## src/rtl/bcsm_pkg.sv

```systemverilog
// Package for the BCD clock setting menu: beat types, codes and constants.
// Used by every module of the block; depends on nothing.
`default_nettype none

package bcsm_pkg;

    localparam int QDEPTH_DEFAULT = 2;

    typedef enum logic [1:0] {
        ACT_START = 2'd0,
        ACT_NEXT  = 2'd1,
        ACT_INC   = 2'd2,
        ACT_SAVE  = 2'd3
    } action_t;

    typedef enum logic [3:0] {
        STEP_IDLE    = 4'd0,
        STEP_FORMAT  = 4'd1,
        STEP_HOUR    = 4'd2,
        STEP_AMPM    = 4'd3,
        STEP_MINUTE  = 4'd4,
        STEP_SECOND  = 4'd5,
        STEP_DATE    = 4'd6,
        STEP_MONTH   = 4'd7,
        STEP_YEAR    = 4'd8,
        STEP_WEEKDAY = 4'd9
    } step_t;

    typedef enum logic [2:0] {
        WP_HOUR    = 3'd0,
        WP_HOUR_PM = 3'd1,
        WP_MINUTE  = 3'd2,
        WP_SECOND  = 3'd3,
        WP_WEEKDAY = 3'd4,
        WP_DATE    = 3'd5,
        WP_MONTH   = 3'd6,
        WP_YEAR    = 3'd7
    } wr_pos_t;

    localparam logic [2:0] ADDR_SECOND  = 3'd0;
    localparam logic [2:0] ADDR_MINUTE  = 3'd1;
    localparam logic [2:0] ADDR_HOUR    = 3'd2;
    localparam logic [2:0] ADDR_WEEKDAY = 3'd3;
    localparam logic [2:0] ADDR_DATE    = 3'd4;
    localparam logic [2:0] ADDR_MONTH   = 3'd5;
    localparam logic [2:0] ADDR_YEAR    = 3'd6;

    localparam logic KIND_DISPLAY = 1'b0;
    localparam logic KIND_WRITE   = 1'b1;

    localparam logic [7:0] HOUR24_MAX = 8'h23;
    localparam logic [7:0] HOUR12_MAX = 8'h12;
    localparam logic [7:0] MINSEC_MAX = 8'h59;
    localparam logic [7:0] DATE_MAX   = 8'h31;
    localparam logic [7:0] MONTH_MAX  = 8'h12;
    localparam logic [7:0] YEAR_MAX   = 8'h99;
    localparam logic [7:0] MODE12_BIT = 8'h40;
    localparam logic [7:0] PM_BIT     = 8'h20;

    typedef struct packed {
        logic [1:0] action;
        logic [6:0] load_hour;
        logic [6:0] load_minute;
        logic [6:0] load_second;
        logic [2:0] load_weekday;
        logic [5:0] load_date;
        logic [4:0] load_month;
        logic [7:0] load_year;
        logic       load_twentyfour;
        logic       load_morning;
    } in_t;

    typedef struct packed {
        logic       kind;
        logic [3:0] menu_step;
        logic [7:0] shown_value;
        logic [2:0] write_address;
        logic [7:0] write_data;
        logic       last;
    } out_t;

    typedef struct packed {
        logic       is_save;
        logic [3:0] menu_step;
        logic [7:0] shown_value;
        logic [7:0] hour_byte;
        logic       pm_write;
        logic [6:0] minute;
        logic [6:0] second;
        logic [2:0] weekday;
        logic [5:0] date;
        logic [4:0] month;
        logic [7:0] year;
    } job_t;

endpackage

`default_nettype wire

```

## src/rtl/bcsm_queue.sv

```systemverilog
// Short job queue between the menu front end and the result sequencer.
// Depends on bcsm_pkg for the job type.
`default_nettype none

module bcsm_queue
    import bcsm_pkg::*;
#(
    parameter int DEPTH = QDEPTH_DEFAULT
) (
    input  wire logic aclk,
    input  wire logic aresetn,
    input  wire logic push_valid,
    output logic      push_ready,
    input  job_t      push_data,
    output logic      pop_valid,
    input  wire logic pop_ready,
    output job_t      pop_data
);

    localparam int PW = (DEPTH > 1) ? $clog2(DEPTH) : 1;
    localparam int CW = $clog2(DEPTH + 1);

    job_t            mem_reg [DEPTH];
    logic [PW-1:0]   wr_ptr_reg, wr_ptr_next;
    logic [PW-1:0]   rd_ptr_reg, rd_ptr_next;
    logic [CW-1:0]   count_reg, count_next;
    logic            push, pop;

    assign push_ready = (count_reg != CW'(DEPTH));
    assign pop_valid  = (count_reg != '0);
    assign push       = push_valid && push_ready;
    assign pop        = pop_valid && pop_ready;
    assign pop_data   = mem_reg[rd_ptr_reg];

    always_comb begin
        wr_ptr_next = wr_ptr_reg;
        rd_ptr_next = rd_ptr_reg;
        count_next  = count_reg;
        if (push) begin
            wr_ptr_next = (wr_ptr_reg == PW'(DEPTH - 1)) ? '0 : wr_ptr_reg + PW'(1);
        end
        if (pop) begin
            rd_ptr_next = (rd_ptr_reg == PW'(DEPTH - 1)) ? '0 : rd_ptr_reg + PW'(1);
        end
        case ({push, pop})
            2'b10:   count_next = count_reg + CW'(1);
            2'b01:   count_next = count_reg - CW'(1);
            default: count_next = count_reg;
        endcase
    end

    always_ff @(posedge aclk) begin
        if (!aresetn) begin
            wr_ptr_reg <= '0;
            rd_ptr_reg <= '0;
            count_reg  <= '0;
        end else begin
            wr_ptr_reg <= wr_ptr_next;
            rd_ptr_reg <= rd_ptr_next;
            count_reg  <= count_next;
        end
    end

    always_ff @(posedge aclk) begin
        if (push) begin
            mem_reg[wr_ptr_reg] <= push_data;
        end
    end

endmodule

`default_nettype wire

```

## src/rtl/bcsm_front.sv

```systemverilog
// Menu front end: takes button beats, updates the edited clock fields and
// issues one job per beat. Depends on bcsm_pkg.
`default_nettype none

module bcsm_front
    import bcsm_pkg::*;
(
    input  wire logic aclk,
    input  wire logic aresetn,
    input  wire logic s_valid,
    output logic      s_ready,
    input  in_t       s_data,
    output logic      job_valid,
    input  wire logic job_ready,
    output job_t      job
);

    function automatic logic [8:0] bcd_inc(input logic [7:0] v, input logic [7:0] limit,
                                           input logic wrap);
        logic [8:0] s;
        s = {1'b0, v} + 9'd1;
        if (s > {1'b0, limit}) begin
            s = {8'd0, wrap};
        end
        if (s[3:0] > 4'd9) begin
            s = s + 9'd6;
        end
        return s;
    endfunction

    // 24-hour BCD above twelve to 12-hour BCD, kept to five bits
    function automatic logic [4:0] to_half(input logic [5:0] t);
        logic [5:0] tens;
        logic [5:0] bin;
        logic [5:0] rem;
        logic       odd;
        tens = {4'd0, t[5:4]};
        bin  = (tens << 3) + (tens << 1) + {2'd0, t[3:0]} - 6'd12;
        if (bin >= 6'd30) begin
            rem = bin - 6'd30;
            odd = 1'b1;
        end else if (bin >= 6'd20) begin
            rem = bin - 6'd20;
            odd = 1'b0;
        end else if (bin >= 6'd10) begin
            rem = bin - 6'd10;
            odd = 1'b1;
        end else begin
            rem = bin;
            odd = 1'b0;
        end
        return {odd, rem[3:0]};
    endfunction

    step_t      step_reg, step_next;
    logic [7:0] hour_full_reg, hour_full_next;
    logic [4:0] hour_half_reg, hour_half_next;
    logic       format_reg, format_next;
    logic       morning_reg, morning_next;
    logic [6:0] minute_reg, minute_next;
    logic [6:0] second_reg, second_next;
    logic [5:0] date_reg, date_next;
    logic [4:0] month_reg, month_next;
    logic [7:0] year_reg, year_next;
    logic [2:0] weekday_reg, weekday_next;

    logic       accept;
    logic       idle;
    logic       is_save;
    action_t    act;
    logic [8:0] inc_hour_full, inc_hour_half, inc_minute, inc_second;
    logic [8:0] inc_date, inc_month, inc_year;
    logic [3:0] wd_sum;
    logic [5:0] load_t;

    assign s_ready   = job_ready;
    assign job_valid = s_valid;
    assign accept    = s_valid && job_ready;
    assign act       = action_t'(s_data.action);
    assign idle      = !(step_reg inside {[STEP_FORMAT:STEP_WEEKDAY]});
    assign load_t    = s_data.load_hour[5:0];

    assign inc_hour_full = bcd_inc(hour_full_reg, HOUR24_MAX, 1'b0);
    assign inc_hour_half = bcd_inc({3'd0, hour_half_reg}, HOUR12_MAX, 1'b1);
    assign inc_minute    = bcd_inc({1'b0, minute_reg}, MINSEC_MAX, 1'b0);
    assign inc_second    = bcd_inc({1'b0, second_reg}, MINSEC_MAX, 1'b0);
    assign inc_date      = bcd_inc({2'd0, date_reg}, DATE_MAX, 1'b1);
    assign inc_month     = bcd_inc({3'd0, month_reg}, MONTH_MAX, 1'b1);
    assign inc_year      = bcd_inc(year_reg, YEAR_MAX, 1'b1);
    assign wd_sum        = {1'b0, weekday_reg} + 4'd1;

    always_comb begin
        step_next = step_reg;
        is_save   = 1'b0;
        case (act)
            ACT_START: step_next = STEP_FORMAT;
            ACT_NEXT: begin
                if (idle) begin
                    step_next = STEP_IDLE;
                end else if (step_reg == STEP_WEEKDAY) begin
                    step_next = STEP_IDLE;
                    is_save   = 1'b1;
                end else begin
                    step_next = step_t'(step_reg + 4'd1);
                end
            end
            ACT_INC: begin
                if (idle) begin
                    step_next = STEP_IDLE;
                end
            end
            ACT_SAVE: begin
                step_next = STEP_IDLE;
                is_save   = !idle;
            end
            default: step_next = step_reg;
        endcase
    end

    always_comb begin
        hour_full_next = hour_full_reg;
        hour_half_next = hour_half_reg;
        format_next    = format_reg;
        morning_next   = morning_reg;
        minute_next    = minute_reg;
        second_next    = second_reg;
        date_next      = date_reg;
        month_next     = month_reg;
        year_next      = year_reg;
        weekday_next   = weekday_reg;
        if (act == ACT_START) begin
            hour_full_next = {1'b0, s_data.load_hour};
            minute_next    = s_data.load_minute;
            second_next    = s_data.load_second;
            weekday_next   = s_data.load_weekday;
            date_next      = s_data.load_date;
            month_next     = s_data.load_month;
            year_next      = s_data.load_year;
            format_next    = s_data.load_twentyfour;
            morning_next   = s_data.load_morning;
            if (({1'b0, s_data.load_hour} & MODE12_BIT) == 8'd0) begin
                if ({2'd0, load_t} > HOUR12_MAX) begin
                    morning_next   = 1'b0;
                    hour_half_next = to_half(load_t);
                end else if (load_t == 6'd0) begin
                    hour_half_next = HOUR12_MAX[4:0];
                end else begin
                    hour_half_next = load_t[4:0];
                end
            end else begin
                hour_half_next = s_data.load_hour[4:0];
            end
        end else if (act == ACT_INC && !idle) begin
            case (step_reg)
                STEP_FORMAT: format_next = !format_reg;
                STEP_HOUR: begin
                    if (format_reg) begin
                        hour_full_next = inc_hour_full[7:0];
                    end else begin
                        hour_half_next = inc_hour_half[4:0];
                    end
                end
                STEP_AMPM:    morning_next = !morning_reg;
                STEP_MINUTE:  minute_next  = inc_minute[6:0];
                STEP_SECOND:  second_next  = inc_second[6:0];
                STEP_DATE:    date_next    = inc_date[5:0];
                STEP_MONTH:   month_next   = inc_month[4:0];
                STEP_YEAR:    year_next    = inc_year[7:0];
                STEP_WEEKDAY: weekday_next = (wd_sum > 4'd7) ? 3'd1 : wd_sum[2:0];
                default:      weekday_next = weekday_reg;
            endcase
        end
    end

    always_comb begin
        job           = '0;
        job.is_save   = is_save;
        job.menu_step = step_next;
        case (step_next)
            STEP_FORMAT:  job.shown_value = {7'd0, format_next};
            STEP_HOUR:    job.shown_value = format_next ? hour_full_next
                                                        : {3'd0, hour_half_next};
            STEP_AMPM:    job.shown_value = {7'd0, morning_next};
            STEP_MINUTE:  job.shown_value = {1'b0, minute_next};
            STEP_SECOND:  job.shown_value = {1'b0, second_next};
            STEP_DATE:    job.shown_value = {2'd0, date_next};
            STEP_MONTH:   job.shown_value = {3'd0, month_next};
            STEP_YEAR:    job.shown_value = year_next;
            STEP_WEEKDAY: job.shown_value = {5'd0, weekday_next};
            default:      job.shown_value = 8'd0;
        endcase
        job.hour_byte = format_next ? hour_full_next : ({3'd0, hour_half_next} | MODE12_BIT);
        job.pm_write  = !format_next && !morning_next;
        job.minute    = minute_next;
        job.second    = second_next;
        job.weekday   = weekday_next;
        job.date      = date_next;
        job.month     = month_next;
        job.year      = year_next;
    end

    always_ff @(posedge aclk) begin
        if (!aresetn) begin
            step_reg      <= STEP_IDLE;
            hour_full_reg <= '0;
            hour_half_reg <= '0;
            format_reg    <= 1'b0;
            morning_reg   <= 1'b0;
            minute_reg    <= '0;
            second_reg    <= '0;
            date_reg      <= '0;
            month_reg     <= '0;
            year_reg      <= '0;
            weekday_reg   <= '0;
        end else if (accept) begin
            step_reg      <= step_next;
            hour_full_reg <= hour_full_next;
            hour_half_reg <= hour_half_next;
            format_reg    <= format_next;
            morning_reg   <= morning_next;
            minute_reg    <= minute_next;
            second_reg    <= second_next;
            date_reg      <= date_next;
            month_reg     <= month_next;
            year_reg      <= year_next;
            weekday_reg   <= weekday_next;
        end
    end

endmodule

`default_nettype wire

```

## src/rtl/bcsm_back.sv

```systemverilog
// Result sequencer: turns each queued job into a display beat or the run of
// clock register writes, into an output register. Depends on bcsm_pkg.
`default_nettype none

module bcsm_back
    import bcsm_pkg::*;
(
    input  wire logic aclk,
    input  wire logic aresetn,
    input  wire logic job_valid,
    output logic      job_ready,
    input  job_t      job,
    output logic      m_valid,
    input  wire logic m_ready,
    output out_t      m_data
);

    wr_pos_t pos_reg, pos_next;
    logic    m_valid_reg;
    out_t    m_data_reg;
    out_t    beat;
    logic    out_free;
    logic    emit;
    logic    last_beat;

    assign out_free  = !m_valid_reg || m_ready;
    assign emit      = job_valid && out_free;
    assign last_beat = !job.is_save || (pos_reg == WP_YEAR);
    assign job_ready = emit && last_beat;
    assign m_valid   = m_valid_reg;
    assign m_data    = m_data_reg;

    always_comb begin
        pos_next = pos_reg;
        if (emit && job.is_save) begin
            case (pos_reg)
                WP_HOUR:    pos_next = job.pm_write ? WP_HOUR_PM : WP_MINUTE;
                WP_HOUR_PM: pos_next = WP_MINUTE;
                WP_MINUTE:  pos_next = WP_SECOND;
                WP_SECOND:  pos_next = WP_WEEKDAY;
                WP_WEEKDAY: pos_next = WP_DATE;
                WP_DATE:    pos_next = WP_MONTH;
                WP_MONTH:   pos_next = WP_YEAR;
                WP_YEAR:    pos_next = WP_HOUR;
                default:    pos_next = WP_HOUR;
            endcase
        end
    end

    always_comb begin
        beat = '0;
        if (!job.is_save) begin
            beat.kind        = KIND_DISPLAY;
            beat.menu_step   = job.menu_step;
            beat.shown_value = job.shown_value;
            beat.last        = 1'b1;
        end else begin
            beat.kind = KIND_WRITE;
            beat.last = (pos_reg == WP_YEAR);
            case (pos_reg)
                WP_HOUR: begin
                    beat.write_address = ADDR_HOUR;
                    beat.write_data    = job.hour_byte;
                end
                WP_HOUR_PM: begin
                    beat.write_address = ADDR_HOUR;
                    beat.write_data    = job.hour_byte | PM_BIT;
                end
                WP_MINUTE: begin
                    beat.write_address = ADDR_MINUTE;
                    beat.write_data    = {1'b0, job.minute};
                end
                WP_SECOND: begin
                    beat.write_address = ADDR_SECOND;
                    beat.write_data    = {1'b0, job.second};
                end
                WP_WEEKDAY: begin
                    beat.write_address = ADDR_WEEKDAY;
                    beat.write_data    = {5'd0, job.weekday};
                end
                WP_DATE: begin
                    beat.write_address = ADDR_DATE;
                    beat.write_data    = {2'd0, job.date};
                end
                WP_MONTH: begin
                    beat.write_address = ADDR_MONTH;
                    beat.write_data    = {3'd0, job.month};
                end
                WP_YEAR: begin
                    beat.write_address = ADDR_YEAR;
                    beat.write_data    = job.year;
                end
                default: begin
                    beat.write_address = ADDR_HOUR;
                    beat.write_data    = job.hour_byte;
                end
            endcase
        end
    end

    always_ff @(posedge aclk) begin
        if (!aresetn) begin
            pos_reg     <= WP_HOUR;
            m_valid_reg <= 1'b0;
        end else begin
            pos_reg <= pos_next;
            if (out_free) begin
                m_valid_reg <= emit;
            end
        end
    end

    always_ff @(posedge aclk) begin
        if (emit) begin
            m_data_reg <= beat;
        end
    end

endmodule

`default_nettype wire

```

## src/rtl/bcd_clock_setting_menu.sv

```systemverilog
// Top level of the BCD clock setting menu: front end, job queue, sequencer.
// Depends on bcsm_pkg, bcsm_front, bcsm_queue and bcsm_back.
//
// Usage:
//   s_valid/s_ready/s_data carry button beats (start, next, increment, save)
//   with the clock values to load on start. m_valid/m_ready/m_data carry the
//   results: one display beat per button beat, or on save a run of clock
//   register writes (7 writes, 8 in 12-hour PM mode); last marks the final
//   result of each button beat.
//   The first result of a beat passes the job queue, then the output register.
//   Throughput: one display beat per cycle while m_ready is high; a save holds
//   the write sequencer for its writes, one write per cycle while m_ready is high.
//   The QUEUE_DEPTH-entry job queue lets new button beats in while a save drains.
//   Reset (aresetn low, synchronous): menu goes idle, all fields clear, the
//   queue empties and m_valid drops.
//   A stalled receiver holds the output register; once the queue fills,
//   s_ready drops until the sequencer moves on.
`default_nettype none

module bcd_clock_setting_menu
    import bcsm_pkg::*;
#(
    parameter int QUEUE_DEPTH = QDEPTH_DEFAULT
) (
    input  wire logic aclk,
    input  wire logic aresetn,
    input  wire logic s_valid,
    output logic      s_ready,
    input  in_t       s_data,
    output logic      m_valid,
    input  wire logic m_ready,
    output out_t      m_data
);

    logic push_valid, push_ready;
    logic pop_valid, pop_ready;
    job_t push_job, pop_job;

    bcsm_front u_front (
        .aclk      (aclk),
        .aresetn   (aresetn),
        .s_valid   (s_valid),
        .s_ready   (s_ready),
        .s_data    (s_data),
        .job_valid (push_valid),
        .job_ready (push_ready),
        .job       (push_job)
    );

    bcsm_queue #(
        .DEPTH (QUEUE_DEPTH)
    ) u_queue (
        .aclk       (aclk),
        .aresetn    (aresetn),
        .push_valid (push_valid),
        .push_ready (push_ready),
        .push_data  (push_job),
        .pop_valid  (pop_valid),
        .pop_ready  (pop_ready),
        .pop_data   (pop_job)
    );

    bcsm_back u_back (
        .aclk      (aclk),
        .aresetn   (aresetn),
        .job_valid (pop_valid),
        .job_ready (pop_ready),
        .job       (pop_job),
        .m_valid   (m_valid),
        .m_ready   (m_ready),
        .m_data    (m_data)
    );

endmodule

`default_nettype wire

```

## config.mk

```make
export PLATFORM = sky130hd
export DESIGN_NAME = bcd_clock_setting_menu
export DESIGN_NICKNAME = d
export VERILOG_FILES = /design/src/rtl/bcsm_pkg.sv /design/src/rtl/bcsm_queue.sv /design/src/rtl/bcsm_front.sv /design/src/rtl/bcsm_back.sv /design/src/rtl/bcd_clock_setting_menu.sv
export SDC_FILE = /design/constraint.sdc
export NUM_CORES = 1
export LEC_CHECK = 0
export BUFFER_PORTS_ARGS = -buffer_cell sky130_fd_sc_hd__buf_2
export CORE_AREA = 2 2 158 160
export CTS_CLUSTER_DIAMETER = 80
export DETAILED_ROUTE_END_ITERATION = 6
export DIE_AREA = 0 0 160 162
export PLACE_DENSITY = 0.72
export SLEW_MARGIN = 20
export SYNTH_ARGS = -nofsm -noshare
export SYNTH_HDL_FRONTEND = slang
export SYNTH_SLANG_ARGS = --single-unit
```

## constraint.sdc

```tcl
create_clock -name aclk -period 7.1 [get_ports aclk]
set_input_delay 0.355 -clock aclk [delete_from_list [all_inputs] [get_ports aclk]]
set_output_delay 0.355 -clock aclk [all_outputs]
set_load 0.01 [all_outputs]
```

==> results_dict.tcl, run 1 <==
set metrics [dict create \
    cts.sinks 205 \
    synth_fa_ha_area_share_pct 4.08 \
    synth_edf_count 141 \
    syn-num-nets 1528 \
    die_width_um 160 \
    cts_tree "done" \
    fin_setup_tns_ps 0 \
    drive_gt1_share_pct 12.7 \
    postRouteAntennaNets 0 \
    utilization_pct 59.7 \
    vias 11469 \
    die_area_um2 25900 \
    largest_register_ffs 116 \
    detailed_place_hpwl_um 26600 \
    fin_nets 1546 \
    cp_max_fo 8 \
    drt-initial-drc-count 1130 \
    final.fill_count 2129 \
    synth-async-reset-ratio_pct 0 \
    syn-instance-count 1435 \
    diodes 0 \
    track_usage_pct 28.5 \
    core_area_um2 24100 \
    arrival_ps 4070 \
    grt_pass1_wl_um 58300 \
    io_buffer_count 77 \
    routed_wl_um 37400 \
    clock_latency_ps 530 \
    ys_ff_latch 205 \
    yosys_warnings 0 \
    finalWeightedCongestion 0.954 \
    clkSlewWorstSetupHoldPaths_ps 60 \
    synth_flop_cell "edfxtp_1" \
    rsz0062_at_grt "false" \
    setup_viol_count_final 0 \
    layout_min_cycle_time_ps 3830 \
    synth.cell_area_um2 13100 \
    worstMarginPinSlew_ps 1200 \
    fin_skew_ps 16.0 \
    num_rows 57 \
    synth.avg_cell_area_um2 9.11 \
    initial_core_util_pct 54.2 \
    status "complete, no violations" \
    setup_slack_ps 3270 \
    ff2ff_setup_slack_ps 3270 \
    cts_made_buffers 24 \
    yosys.area_share.xor_xnor_pct 1.74 \
    htree_levels 1 \
    grt_pass1_vias 10398 \
    avgRoutedWirePerCell_um 20.9 \
    maxSlewHeadroom_pct 19.5 \
    end_kind "register" \
    io_pins 78 \
    hold_viol_final 0 \
    clk_path_buf_depth 3 \
    p_leak_nw 5.08 \
    start_kind "register" \
    dpl_worst_slack_ps 3220 \
    period_share_pct 53.9 \
    crit_type "register to register" \
    postCtsSetupRepairBufs 0 \
    max_freq_mhz 261 \
    drc 0 \
    peakVddDrop_mv 0.248 \
    die_h_um 162 \
    grt.overflow.total 0 \
    cts.root.buffer_cell "clkbuf_16" \
    synthMuxAreaShare_pct 4.81 \
    grt_max_degree 70 \
    synth-simple-area-share_pct 21.0 \
    first_pass_iters 6 \
    ctsResizeCount 0 \
    synth_top_family_by_area "compound AO/OA/AOI/OAI gates" \
    crit_required_ps 7340 \
    viasPerCell 6.39 \
    syn2layout_area_growth_pct 10.0 \
    hold_class "input port to register" \
    synth_compound_area_share_pct 21.8 \
    drv_slew 0 \
    ctsHoldBuffers 0 \
    synth_cell_type_count 93 \
    cap_viol_max_count 0 \
    synth-seq-area-share_pct 42.2 \
    powerDensity_nw_per_um2 295 \
    p_total_w 0.00425 \
    antenna_found_initial 1 \
]
## logic make-up (layout without fill, tap and decap cells)
| family | Yosys count | count (layout) |
|---|---|---|
| flops | 205 | 205 |
| compound gates | 415 | 415 |
| fa+ha+maj | 42 | 42 |
| xor+xnor | 26 | 26 |
| simple gates | 545 | 545 |
| buf+inv | 149 | 185 |
| mux | 53 | 53 |
## power breakdown
| part | leakage [nW] | total (W) | internal (W) | switching, W |
|---|---|---|---|---|
| sequential | 1.88 | 0.00174 | 0.00159 | 0.000149 |
| clock | 0.375 | 0.00122 | 0.000710 | 0.000507 |
| combinational | 2.83 | 0.00129 | 0.000467 | 0.000822 |
## metrics by stage
stage / instances / hold slack, ps / area (um^2)
3_5_place_dp: 1751 / 479 / 13600
4_1_cts: 1795 / 195 / 14400
2_1_floorplan: 1435 / 456 / 13100
3_3_place_gp: 1751 / 466 / 13600
5_1_grt: 1795 / 210 / 14400
6_report: 1795 / 209 / 14400
## worst paths after layout
path                                                from                      to  cells past startpoint
worst max register to register  u_front.hour_full_reg[1]  u_queue.mem_reg[0][48]                     13
worst max-delay path            u_front.hour_full_reg[1]  u_queue.mem_reg[0][48]                     13
worst min register to register       u_front.morning_reg     u_front.morning_reg                      2
worst min-delay path                          s_data[12]    u_front.month_reg[2]                      3
## cell usage after synthesis (13+ instances only)
cell,count,share of area (%)
nand4_1,13,0.62
buf_1,15,0.43
inv_1,49,1.4
a211oi_1,20,1.1
and3_1,13,0.62
ha_1,41,3.9
nor2b_1,16,0.77
a21oi_1,89,3.4
clkbuf_1,73,2.1
and2_1,21,1.0
a22oi_1,14,0.80
nor3_1,42,1.6
dfxtp_1,64,9.8
or3_1,16,0.77
o31ai_1,13,0.75
a31oi_1,26,1.2
o21ai_0,65,2.5
o22ai_1,15,0.72
a21boi_0,29,1.7
nand2b_1,28,1.3
xnor2_1,14,0.94
nor2_1,119,3.4
mux2i_1,37,2.8
o211ai_1,19,1.1
nand2_1,163,4.7
nand3_1,42,1.6
edfxtp_1,141,32
## worst max-delay path: stages (launching register included)
cell,delay [ps]
dfxtp_1,490
ha_1,370
nand3_1,170
or4_1,580
nand2_1,110
nand2_1,110
or2_2,310
ha_1,230
nand2b_1,150
a21oi_1,150
a211oi_1,80
a221o_1,410
mux2i_1,240
o211ai_1,150
## cell type report
| cell class | instances | area, um^2 | share of cell area [%] |
|---|---|---|---|
| clock inverter | 16 | 155 | 1.08 |
| timing repair buffer | 91 | 490 | 3.41 |
| multi-input combinational | 1081 | 7010 | 48.7 |
| sequential | 205 | 5520 | 38.3 |
| tap | 324 | 405 | 2.82 |
| clock buffer | 28 | 626 | 4.35 |
| inverter | 50 | 188 | 1.30 |
## cell usage in the layout (no fill, tap or decap), types with 13 or more instances in the layout
| cell | netlist | routed |
|---|---|---|
| dfxtp_1 | 64 | 63 |
| nor2b_1 | 16 | 16 |
| a31oi_1 | 26 | 26 |
| buf_2 | 11 | 77 |
| a21boi_0 | 29 | 29 |
| mux2i_1 | 37 | 37 |
| xnor2_1 | 14 | 14 |
| a21oi_1 | 89 | 89 |
| or3_1 | 16 | 16 |
| nand4_1 | 13 | 13 |
| clkbuf_16 | 0 | 24 |
| a211oi_1 | 20 | 20 |
| o31ai_1 | 13 | 13 |
| nor3_1 | 42 | 42 |
| a22oi_1 | 14 | 14 |
| ha_1 | 41 | 41 |
| and2_1 | 21 | 20 |
| nor2_1 | 119 | 117 |
| buf_4 | 0 | 14 |
| nand2_1 | 163 | 163 |
| inv_1 | 49 | 48 |
| edfxtp_1 | 141 | 141 |
| nand2b_1 | 28 | 28 |
| o21ai_0 | 65 | 65 |
| o22ai_1 | 15 | 15 |
| nand3_1 | 42 | 42 |
| o211ai_1 | 19 | 19 |
## layer usage
layer  vias up  track usage, %  part of all wire [%]
li1       5392               -                     -
met1      5463            38.5                    42
met4         2            10.6                   4.2
met2       504            45.6                    46
met3       108            5.69                   8.3
met5         -               0                 0.035
Power figures use the tool's default switching activity.
==> run 2, diff against run 1 <==
==> constraint.sdc (replaced) <==
create_clock -name aclk -period 3.9 [get_ports aclk]
set_input_delay 0.195 -clock aclk [delete_from_list [all_inputs] [get_ports aclk]]
set_output_delay 0.195 -clock aclk [all_outputs]
set_load 0.01 [all_outputs]
==> run 2 against run 1 <==
The flow now finishes with violations (DRC). Critical path depth is the same. Combinational power rose by 89%. Clock power rose by 77%. Register-to-register slack lost 3000 ps. Sequential share of layout area shrank 0.38 points. Die area did not move. Via count increased by 1.7%. Critical endpoint unchanged. Highest routed layer is now met4.
==> results_dict.tcl, run 2 (synthesis gave the netlist of run 1 again) <==
set metrics [dict create \
    drv_slew 0 \
    num_rows 57 \
    crit_required_ps 4140 \
    layout_min_cycle_time_ps 3630 \
    worstMarginPinSlew_ps 907 \
    maxSlewHeadroom_pct 39.5 \
    powerDensity_nw_per_um2 534 \
    die_area_um2 25900 \
    p_leak_nw 5.19 \
    drc 4 \
    use_met2_pct 47.7 \
    rsz0062_at_grt "false" \
    ctsHoldBuffers 0 \
    placed_area_um2 13800 \
    io_buffer_count 77 \
    drive_gt1_share_pct 14.3 \
    core_area_um2 24100 \
    htree_levels 1 \
    detailed_place_hpwl_um 28000 \
    cts_made_buffers 23 \
    finalWeightedCongestion 0.969 \
    peakVddDrop_mv 0.488 \
    grt.overflow.total 0 \
    violations "DRC" \
    cts.sinks 205 \
    cp_max_fo 9 \
    setup_viol_count_final 0 \
    grt.met3_usage_pct 5.92 \
    grt_pass1_vias 10525 \
    fin_skew_ps 7.21 \
    status "complete, but fails checks" \
    final_common_cell "nand2_1" \
    end_kind "register" \
    period_share_pct 93.1 \
    first_pass_iters 7 \
    max_freq_mhz 275 \
    final_cell_mix "nand2_1 (163), edfxtp_1 (141), nor2_1 (117)" \
    die_h_um 162 \
    fin_nets 1570 \
    largest_register_ffs 116 \
    cts.root.buffer_cell "clkbuf_16" \
    fin_setup_tns_ps 0 \
    clk_path_buf_depth 3 \
    start_kind "register" \
    initial_core_util_pct 54.2 \
    cap_viol_max_count 0 \
    cts_tree "done" \
    postRouteAntennaNets 0 \
    viasPerCell 6.42 \
    crit_type "register to register" \
    grt_max_degree 59 \
    design_area_um2 14500 \
    clock_latency_ps 530 \
    arrival_ps 3880 \
    hold_class "input port to register" \
    grt_use_met1_pct 39.1 \
    final.fill_count 2088 \
    drt-initial-drc-count 1314 \
    track_usage_pct 29.3 \
    grt_pass1_wl_um 59700 \
    syn2layout_area_growth_pct 11.2 \
    avgRoutedWirePerCell_um 21.4 \
    utilization_pct 60.3 \
    routed_wl_um 38800 \
    clkSlewWorstSetupHoldPaths_ps 60 \
    die_width_um 160 \
    vias 11666 \
    antenna_found_initial 0 \
    grt.busiest_layer "met2" \
    hold_viol_final 0 \
    diodes 0 \
    io_pins 78 \
]
run 2: per-layer routing:
| layer | wire length, um | share of wire [%] |
|---|---|---|
| met2 | 17900 | 46 |
| met3 | 3490 | 9.0 |
| met4 | 1480 | 3.8 |
| met5 | 0 | 0 |
| met1 | 15900 | 41 |
run 2: layout make-up:
class	count	area, um^2	area share [%]
Inverter	50	188	1.29
Tap cell	324	405	2.79
Sequential cell	205	5520	38.0
Clock inverter	16	154	1.06
Clock buffer	26	587	4.04
Multi-Input combinational cell	1081	7010	48.2
Timing Repair Buffer	116	678	4.67
run 2: power breakdown:
group          switching [W]  internal (W)
registers           0.000253       0.00290
clock network       0.000932       0.00123
logic                0.00155      0.000891
total                0.00273       0.00502
run 2: stage by stage:
step	total power, W	setup WS [ps]	hold slack [ps]	std cells
floorplan	0.00479	629	371	1435
global placement	0.00556	269	466	1776
detailed placement	0.00560	209	489	1776
CTS	0.00775	239	16.3	1818
global route	0.00814	10.1	37.5	1818
finish	0.00776	268	26.0	1818
run 2: final timing paths:
check,from,slack [ps],depth (start not counted),end
worst max-delay path,u_front.hour_full_reg[0],270,13,u_queue.mem_reg[0][48]
worst min-delay path,s_data[15],30,2,u_queue.mem_reg[0][13]
worst max register to register,u_front.hour_full_reg[0],270,13,u_queue.mem_reg[0][48]
worst min register to register,u_front.morning_reg,510,2,u_front.morning_reg
run 2: repair_timing:
| item | in CTS | in global routing |
|---|---|---|
| gates resized for setup | 0 | 2 |
| buffers inserted | 0 | 0 |
| endpoints found under the setup margin | 0 | 5 |
run 2: critical path, stage by stage, from the launching register on:
cell and delay (ps):
dfxtp_1 460, ha_1 350, nand3_1 170, or4_1 580
nand2_1 110, nand2_1 110, or2_2 310, ha_1 230
nand2b_1 150, a21oi_1 140, a211oi_1 70, a221o_1 370
mux2i_1 170, o211ai_1 130
